--- src/hdl/fenwick_tree_range_sum_macros.svh ---
// Assertion macros shared by the Fenwick tree range-sum block.
`ifndef FENWICK_TREE_RANGE_SUM_MACROS_SVH
`define FENWICK_TREE_RANGE_SUM_MACROS_SVH

`ifndef NO_ASSERTIONS

// A condition that holds at every clock edge outside reset.
`define FTRS_CHECK(lbl, cond, msg) \
	lbl: assert property (@(posedge clk) disable iff (!arst_n) (cond)) else $error(msg);

// A condition that implies another at the same edge.
`define FTRS_IMPLY(lbl, ante, cons, msg) \
	lbl: assert property (@(posedge clk) disable iff (!arst_n) (ante) |-> (cons)) \
		else $error(msg);

// A condition that implies another at the following edge.
`define FTRS_NEXT(lbl, ante, cons, msg) \
	lbl: assert property (@(posedge clk) disable iff (!arst_n) (ante) |=> (cons)) \
		else $error(msg);

`else

`define FTRS_CHECK(lbl, cond, msg)
`define FTRS_IMPLY(lbl, ante, cons, msg)
`define FTRS_NEXT(lbl, ante, cons, msg)

`endif

`endif

--- src/hdl/ftrs_pkg.sv ---
// Package with the types, constants and helper functions of the Fenwick tree block.
package ftrs_pkg;

	localparam int TABLE_SIZE = 1024;
	localparam int ADDR_W     = $clog2(TABLE_SIZE);
	// Walk position: holds up to twice the table size during an upward walk.
	localparam int K_W        = ADDR_W + 2;

	localparam int ACTION_W = 2;
	localparam int INDEX_W  = 10;
	localparam int BOUND_W  = 11;
	localparam int DATA_W   = 32;

	localparam logic [ACTION_W-1:0] ACT_ADD   = 2'd0;
	localparam logic [ACTION_W-1:0] ACT_RANGE = 2'd1;
	localparam logic [ACTION_W-1:0] ACT_READ  = 2'd2;
	localparam logic [ACTION_W-1:0] ACT_SET   = 2'd3;

	typedef enum logic [2:0] {
		FT_CLEAR,
		FT_IDLE,
		FT_WALK_HI,
		FT_WALK_LO,
		FT_DRAIN,
		FT_ADD,
		FT_EMIT
	} ft_state_t;

	typedef enum logic [1:0] {
		RK_PLUS,
		RK_MINUS,
		RK_UPD
	} rd_kind_t;

	typedef struct packed {
		logic              we;
		logic [ADDR_W-1:0] waddr;
		logic [DATA_W-1:0] wdata;
		logic              re;
		logic [ADDR_W-1:0] raddr;
	} ram_req_t;

	// Lowest set bit of a walk position.
	function automatic logic [K_W-1:0] low_bit(input logic [K_W-1:0] x);
		return x & (~x + K_W'(1));
	endfunction

	// Prefix bound, saturated to the table size.
	function automatic logic [K_W-1:0] sat_bound(input logic [31:0] b);
		logic [K_W-1:0] r;
		if (b > 32'(TABLE_SIZE))
			r = K_W'(TABLE_SIZE);
		else
			r = K_W'(b);
		return r;
	endfunction

	// First node of an upward walk; past the table it starts beyond the end and does nothing.
	function automatic logic [K_W-1:0] add_start(input logic [31:0] p1);
		logic [K_W-1:0] r;
		if (p1 > 32'(TABLE_SIZE))
			r = K_W'(TABLE_SIZE + 1);
		else
			r = K_W'(p1);
		return r;
	endfunction

endpackage

--- src/hdl/ftrs_engine.sv ---
// Sequencer that walks the Fenwick tree in memory for each incoming word.
`include "fenwick_tree_range_sum_macros.svh"

module ftrs_engine (
	input  logic                            clk,
	input  logic                            arst_n,
	input  logic                            in_valid,
	output logic                            in_stall,
	input  logic [ftrs_pkg::ACTION_W-1:0]   action,
	input  logic [ftrs_pkg::INDEX_W-1:0]    index,
	input  logic [ftrs_pkg::BOUND_W-1:0]    right_bound,
	input  logic [ftrs_pkg::DATA_W-1:0]     value,
	output logic                            res_valid,
	input  logic                            res_ready,
	output logic [ftrs_pkg::DATA_W-1:0]     res_total,
	output ftrs_pkg::ram_req_t              ram_req,
	input  logic [ftrs_pkg::DATA_W-1:0]     rd_data
);
	import ftrs_pkg::*;

	ft_state_t state_q, state_d;
	logic [ADDR_W-1:0] clr_q;

	logic [K_W-1:0]      k_q, k_d;
	logic [K_W-1:0]      lo_q, lo_d;
	logic [K_W-1:0]      idx_q, idx_d;
	logic [ACTION_W-1:0] act_q, act_d;
	logic [DATA_W-1:0]   amt_q, amt_d;
	logic [DATA_W-1:0]   val_q, val_d;
	logic [DATA_W-1:0]   acc_q, acc_d;

	logic              rd_v_s1;
	rd_kind_t          kind_s1;
	logic [ADDR_W-1:0] addr_s1;

	logic        rd_issue;
	rd_kind_t    kind_d;
	logic [K_W-1:0] k_minus;

	assign k_minus = k_q - K_W'(1);

	always_comb begin
		state_d  = state_q;
		k_d      = k_q;
		lo_d     = lo_q;
		idx_d    = idx_q;
		act_d    = act_q;
		amt_d    = amt_q;
		val_d    = val_q;
		acc_d    = acc_q;
		rd_issue = 1'b0;
		kind_d   = RK_PLUS;
		in_stall = (state_q != FT_IDLE);
		res_valid = 1'b0;

		// Read data of the previous cycle's node folds into the running sum on a query walk.
		if (rd_v_s1) begin
			case (kind_s1)
				RK_PLUS:  acc_d = acc_q + rd_data;
				RK_MINUS: acc_d = acc_q - rd_data;
				default:  ;
			endcase
		end

		case (state_q)
			FT_CLEAR: begin
				if (clr_q == ADDR_W'(TABLE_SIZE - 1))
					state_d = FT_IDLE;
			end
			FT_IDLE: begin
				if (in_valid) begin
					act_d = action;
					val_d = value;
					amt_d = value;
					acc_d = '0;
					idx_d = add_start(32'(index) + 32'd1);
					case (action)
						ACT_ADD: begin
							k_d     = add_start(32'(index) + 32'd1);
							state_d = FT_ADD;
						end
						ACT_RANGE: begin
							k_d     = sat_bound(32'(right_bound));
							lo_d    = sat_bound(32'(index));
							state_d = FT_WALK_HI;
						end
						default: begin
							k_d     = sat_bound(32'(index) + 32'd1);
							lo_d    = sat_bound(32'(index));
							state_d = FT_WALK_HI;
						end
					endcase
				end
			end
			FT_WALK_HI: begin
				if (k_q != '0) begin
					rd_issue = 1'b1;
					kind_d   = RK_PLUS;
					k_d      = k_q - low_bit(k_q);
				end else begin
					k_d     = lo_q;
					state_d = FT_WALK_LO;
				end
			end
			FT_WALK_LO: begin
				if (k_q != '0) begin
					rd_issue = 1'b1;
					kind_d   = RK_MINUS;
					k_d      = k_q - low_bit(k_q);
				end else begin
					state_d = FT_DRAIN;
				end
			end
			FT_DRAIN: begin
				if (!rd_v_s1) begin
					if (act_q == ACT_SET) begin
						amt_d   = val_q - acc_q;
						k_d     = idx_q;
						state_d = FT_ADD;
					end else begin
						state_d = FT_EMIT;
					end
				end
			end
			FT_ADD: begin
				if (k_q <= K_W'(TABLE_SIZE)) begin
					rd_issue = 1'b1;
					kind_d   = RK_UPD;
					k_d      = k_q + low_bit(k_q);
				end else begin
					state_d = FT_IDLE;
				end
			end
			FT_EMIT: begin
				res_valid = 1'b1;
				if (res_ready)
					state_d = FT_IDLE;
			end
			default: state_d = FT_IDLE;
		endcase
	end

	always_comb begin
		ram_req.re    = rd_issue;
		ram_req.raddr = k_minus[ADDR_W-1:0];
		if (state_q == FT_CLEAR) begin
			ram_req.we    = 1'b1;
			ram_req.waddr = clr_q;
			ram_req.wdata = '0;
		end else begin
			ram_req.we    = rd_v_s1 && (kind_s1 == RK_UPD);
			ram_req.waddr = addr_s1;
			ram_req.wdata = rd_data + amt_q;
		end
	end

	assign res_total = acc_q;

	always_ff @(posedge clk or negedge arst_n) begin
		if (!arst_n) begin
			state_q <= FT_CLEAR;
			clr_q   <= '0;
			rd_v_s1 <= 1'b0;
		end else begin
			state_q <= state_d;
			rd_v_s1 <= rd_issue;
			if (state_q == FT_CLEAR)
				clr_q <= clr_q + ADDR_W'(1);
		end
	end

	always_ff @(posedge clk) begin
		k_q     <= k_d;
		lo_q    <= lo_d;
		idx_q   <= idx_d;
		act_q   <= act_d;
		amt_q   <= amt_d;
		val_q   <= val_d;
		acc_q   <= acc_d;
		kind_s1 <= kind_d;
		addr_s1 <= k_minus[ADDR_W-1:0];
	end

	`FTRS_IMPLY(a_clear_alone, state_q == FT_CLEAR, !(rd_v_s1 && kind_s1 == RK_UPD), "update write during clearing pass")
	`FTRS_IMPLY(a_no_same_entry, rd_v_s1 && kind_s1 == RK_UPD && ram_req.re, ram_req.raddr != addr_s1, "read of an entry whose update is in flight")
	`FTRS_NEXT(a_acc_cleared, state_q == FT_IDLE && in_valid, acc_q == '0, "sum not cleared on a new word")
	`FTRS_IMPLY(a_res_drained, res_valid, !rd_v_s1, "result shown before the last read was folded in")

endmodule

--- config.mk ---
export PLATFORM = sky130hd
export DESIGN_NAME = ftrs_engine
export DESIGN_NICKNAME = d
export VERILOG_FILES = /design/src/hdl/ftrs_pkg.sv /design/src/hdl/ftrs_engine.sv
export VERILOG_INCLUDE_DIRS = /design/src /design/src/hdl
export SDC_FILE = /design/constraint.sdc
export NUM_CORES = 1
export LEC_CHECK = 0
export ABC_AREA = 1
export ABC_CLOCK_PERIOD_IN_PS = 3700
export BUFFER_PORTS_ARGS = -buffer_cell sky130_fd_sc_hd__buf_2
export CAP_MARGIN = 20
export CORE_MARGIN = 1
export CORE_UTILIZATION = 50
export CTS_BUF_LIST = sky130_fd_sc_hd__clkbuf_8
export DETAILED_ROUTE_END_ITERATION = 8
export PLACE_DENSITY_LB_ADDON = 0.25
export SETUP_SLACK_MARGIN = 0.5
export SLEW_MARGIN = 20
export SYNTH_ARGS = -nofsm -noshare
export SYNTH_HDL_FRONTEND = slang
export SYNTH_SLANG_ARGS = --single-unit
export TNS_END_PERCENT = 5
--- constraint.sdc ---
create_clock -name clk -period 3.7 [get_ports clk]
set_input_delay 0.185 -clock clk [delete_from_list [all_inputs] [get_ports clk]]
set_output_delay 0.185 -clock clk [all_outputs]
set_load 0.01 [all_outputs]
# --- Yosys cells after proc, flatten, opt, wreduce, memory -nomap -nowiden ---
# Cells that the tools add are included.
classes:
  add_sub_neg: 10
  n_lt_le_gt_ge: 3
  eq_ne: 22
  muxes: 37
  bitwise: 3
  n_reduce_logical: 13
ops:
  columns: ["cell", "n"]
  rows:
  - ["$mux W32", 6]
  - ["$pmux W32 S2", 2]
  - ["$mux W12", 6]
  - ["$add A32 B32 Y32", 2]
  - ["$sub A32 B32 Y32", 2]
  - ["$pmux W12 S5", 1]
  - ["$mux W43", 1]
  - ["$mux W11", 3]
  - ["$mux W3", 8]
  - ["$pmux W12 S2", 1]
  - ["$gt A11 B11 Y1 const B", 2]
  - ["$pmux W3 S7", 1]
  - ["$ne A2 B2 Y1 const B", 10]
  - ["$add A12 B1 Y12 const B", 1]
  - ["$add A12 B12 Y12", 1]
  - ["$and A12 B12 Y12", 1]
  - ["$le A12 B11 Y1 const B", 1]
  - ["$not A12 Y12", 1]
  - ["$reduce_bool A12 Y1", 1]
  - ["$sub A12 B12 Y12", 1]
  - ["$add A10 B1 Y11 const B", 1]
  - ["$add A10 B1 Y10 const B", 1]
  - ["$eq A10 B10 Y1 const B", 1]
  - ["$sub A10 B1 Y10 const B", 1]
  - ["22 further kinds", 32]
word_totals:
  register_bits: 158
  out_inout_bits: 88
  word_cells: 100

# --- Depth between registers and ports, before layout ---
depth:
  word_depth: 6
  mapped_depth: 26

# --- Worst setup path after synthesis ---
# Ideal clock, no wire load.
synth_timing:
  path_type: "register -> register"
  startpoint: "register state_q[0]"
  endpoint: "register amt_q[0], enable pin"
  setup_ps: 461
  arrival_time_ps: 3287
  path_slack_ps: -48
  path_stages_with_launch: 7
  n_path_buf: 2
  cell_sequence: "dfrtp_1 > buf_2 > nor2_1 > nand2_1 > clkbuf_1 > a21oi_1 > nor3_1"
synth_via:
  elab_chain_len: 3
  elab_cells_between_ends: 7
synth_lines:
  columns: ["item", "line", "text"]
  rows:
  - ["start, declared", "ftrs_engine.sv:21", "ft_state_t state_q, state_d;"]
  - ["start signal, assigned", "ftrs_engine.sv:165", "state_q <= state_d;"]
  - ["$eq A3 B3 Y1 or $eq A3 B1 Y1 (tied branches)", "ftrs_engine.sv:65", "case (state_q)"]
  - ["$ne A2 B2 Y1 (no source line) or $reduce_bool A2 Y1 (tied branches)", null, null]
  - ["$reduce_and A4 Y1 (no source line) *", null, null]
  - ["end signal, assigned", "ftrs_engine.sv:177", "amt_q <= amt_d;"]
  - ["end, declared", "ftrs_engine.sv:28", "logic [DATA_W-1:0] amt_q, amt_d;"]
# Mark *: on every way between the ends. The rest lies on a longest branch, timed or not.
# A chain may end at the register's enable or synchronous reset.

==> flow_summary.ini <==
[outcome]
outcome = finished, final reports clean

[setup_path]
worst_path_max_delay_cell = edfxtp_1
cp-start-kind = flip-flop
setup.worst_path.end_class = output pin
reg2reg_from = kind_s1[1]
path_buf_inv = 3
crit_chain = ha_1 -> inv_1 -> fa_1 -> inv_1 -> nand3_1 -> nand2_1 -> a21oi_1 -> o21ai_2 -> nand4_1 -> nand3_1 -> o21ai_0 -> a21oi_1 -> buf_2
cp.arrival_ps = 3020
crit_fanout = 4
r2r_cells = 17
r2r_setup_slack_ps = 570
r2r-end = res_total[28]
cpPeakStageDelay_ps = 380
worstSetupPathType = flip-flop to output pin
crit_family = compound AO/OA/AOI/OAI gates
critPathRequiredTime_ps = 3510

[logic_synthesis]
synth_compound_area_frac = 0.177
synth_nets = 2232
yosys.area_share.xor_xnor = 0.0522
synth-adder-area-share = 0.0986
synth-seq-cells = 157
synth_warnings = 0
synth-seq-area-share = 0.299
syn_area_per_cell_um2 = 6.92
synthFlopType = edfxtp_1
synth_edf_count = 99
async_flop_share = 0.0892
synth_top_family_by_area = simple AND/OR/NAND/NOR gates
netlist_area_um2 = 14100
synth_cell_type_count = 57
synthCells = 2032
synthSimpleGateAreaFrac = 0.287
muxShareOfSynthArea = 0

[floorplanning]
core_area_um2 = 27700
row_count = 61
dieWidth_um = 170
die_area_um2 = 28800
die_y_um = 170
start_util = 0.508
io_pins = 179

[layout]
synthToLayoutAreaGrowth_pct = 16.2
layout-drive-gt1-share = 0.134
final_cell_mix = 435 x nand2_1, 276 x inv_1, 212 x nor2_1
final_common_cell = nand2_1
design_area_um2 = 16300
fin_nets = 2458
postLayoutCoreUtil = 0.590

[placed_design]
hpwl_mm = 40.8
postPlaceCellArea_um2 = 15400
gp_congestion = 1.06
numPortBuffers = 178

[min_path]
worstHoldStart = right_bound[2]
hp-class = input port to flip-flop
min_to = k_q[2]
hold_path_depth = 3

[power_and_ir_drop]
ir_drop_uv = 322
cellLeakagePower_nw = 7.71
power_density_nw_per_um2 = 251
p_total_mw = 4.10

[sta]
worst_hold_slack_ps = 49.1
relSlewSlack = 0.530
setup_tns_ps = 0
max_freq_mhz = 312
clock_skew_ps = 25.4
worstMarginPinSlew_ps = 687
slew_viol_final = 0
finalSetupViolCount = 0
fin_crit_ps = 3200
rsz0062_at_grt = true
fin_crit_sh = 0.865
hold_viol = 0

[clock_network]
cts_root_buf = clkbuf_8
post_cts_buffers = 0
h-tree-depth = 4
cts_tree = built
clock_sinks = 157
numCtsBuffers = 17
clkTransAtPathRegs_ps = 100
clk-insertion-delay-late_ps = 530
cts_buffer_depth = 2

[global_route]
grt_antenna_before_repair = 4
gr-total-overflow = 0
grt_start_max_net_pins = 52
grt_pass1_vias = 13664
grt_pass1_wl_mm = 75.3
grt_usage = 0.348

[routing]
drc = 0
drt_wl_total_mm = 50.0
first_iter_violations = 1374
wl_per_cell_um = 18.8
vias_per_cell = 5.59
vias = 14838
dr.pass1.iters = 6
antenna_left = 0

[run]
maxCapViolCount = 0
==> kinds of logic (layout without fill, tap and decap cells) <==
logic type      count (synthesis)  in the layout
simple gates                  912            912
compound gates                454            454
buf+inv                       317            556
flops                         157            157
fa+ha+maj                     109            109
xor+xnor                       83             83
other cells                     0              4
==> timing repair <==
item	4_1_cts	5_1_grt
resized for setup	2	7
pin swaps	0	0
hold endpoints to repair	79	0
endpoints found under the setup margin	4	21
cloned	0	0
hold buffers	45	0
==> worst max path at each step <==
stage / depth (start not counted) / to / slack [ps] / from
floorplan: 9 / k_q[0] / 760 / k_q[0]
global placement: 22 / res_total[28] / 120 / rd_data[1]
detailed placement: 22 / res_total[28] / 210 / rd_data[1]
CTS: 13 / ram_req[35] / 490 / amt_q[0]
global route: 17 / res_total[23] / 360 / kind_s1[1]
finish: 13 / ram_req[35] / 500 / amt_q[0]
==> worst reg2reg max path, delay by kind of cell, from the launching register on <==
kind / cells / cell delay, ps
and+or+nand+nor: 9 / 1450
buffers and inverters: 4 / 510
adders and majority gates: 1 / 370
DFF: 1 / 350
AOI/OAI and AO/OA: 2 / 180
xor gates and xnor gates: 1 / 160
==> synthesized netlist by cell type, types with 25 or more instances <==
master | n | area [µm²]
nor2_1 | 214 | 803
nand3_1 | 123 | 616
dfxtp_1 | 44 | 881
a21oi_1 | 201 | 1010
nand2_1 | 436 | 1640
nand4_1 | 25 | 156
ha_1 | 106 | 1330
nor3_1 | 31 | 155
xnor2_1 | 28 | 245
xor2_1 | 54 | 473
o21ai_0 | 149 | 746
edfxtp_1 | 99 | 2970
inv_1 | 277 | 1040
==> sequential cells by signal, indices dropped and copies added, names as in the netlist <==
| signal | count |
|---|---|
| k_q | 12 |
| kind_s1 | 2 |
| idx_q | 11 |
| amt_q | 32 |
| clr_q | 10 |
| addr_s1 | 10 |
| lo_q | 10 |
| res_total | 32 |
| val_q | 32 |
| state_q | 3 |
| rd_v_s1 | 1 |
| act_q | 2 |
==> layout make-up <==
cell class | count | area, µm²
clock buffers | 17 | 234
multi-input cells | 1558 | 8700
fillers | 2686 | 11400
inverters | 287 | 1080
well taps | 378 | 473
diodes | 4 | 10.0
repair buffers | 237 | 1450
flip-flops and latches | 157 | 4200
clock inverters | 15 | 193
==> layer usage <==
layer | track usage | vias up | part of all wire
met5 | 0 | - | 0
met4 | 0.117 | 0 | 0.027
met3 | 0.0627 | 78 | 0.083
met2 | 0.533 | 627 | 0.43
met1 | 0.492 | 6848 | 0.46
li1 | - | 7285 | -
==> power breakdown <==
group	total (mW)	internal [mW]	switching, mW
Clock	1.39	0.622	0.770
Sequential	1.89	1.87	0.0161
Combinational	0.816	0.298	0.519
==> stage by stage <==
stage	instances	setup WS, ps
3_3_place_gp	2572	120
6_report	2653	499
3_5_place_dp	2572	213
2_1_floorplan	2032	760
5_1_grt	2651	362
4_1_cts	2649	492
(Power assumes the default switching activity.)
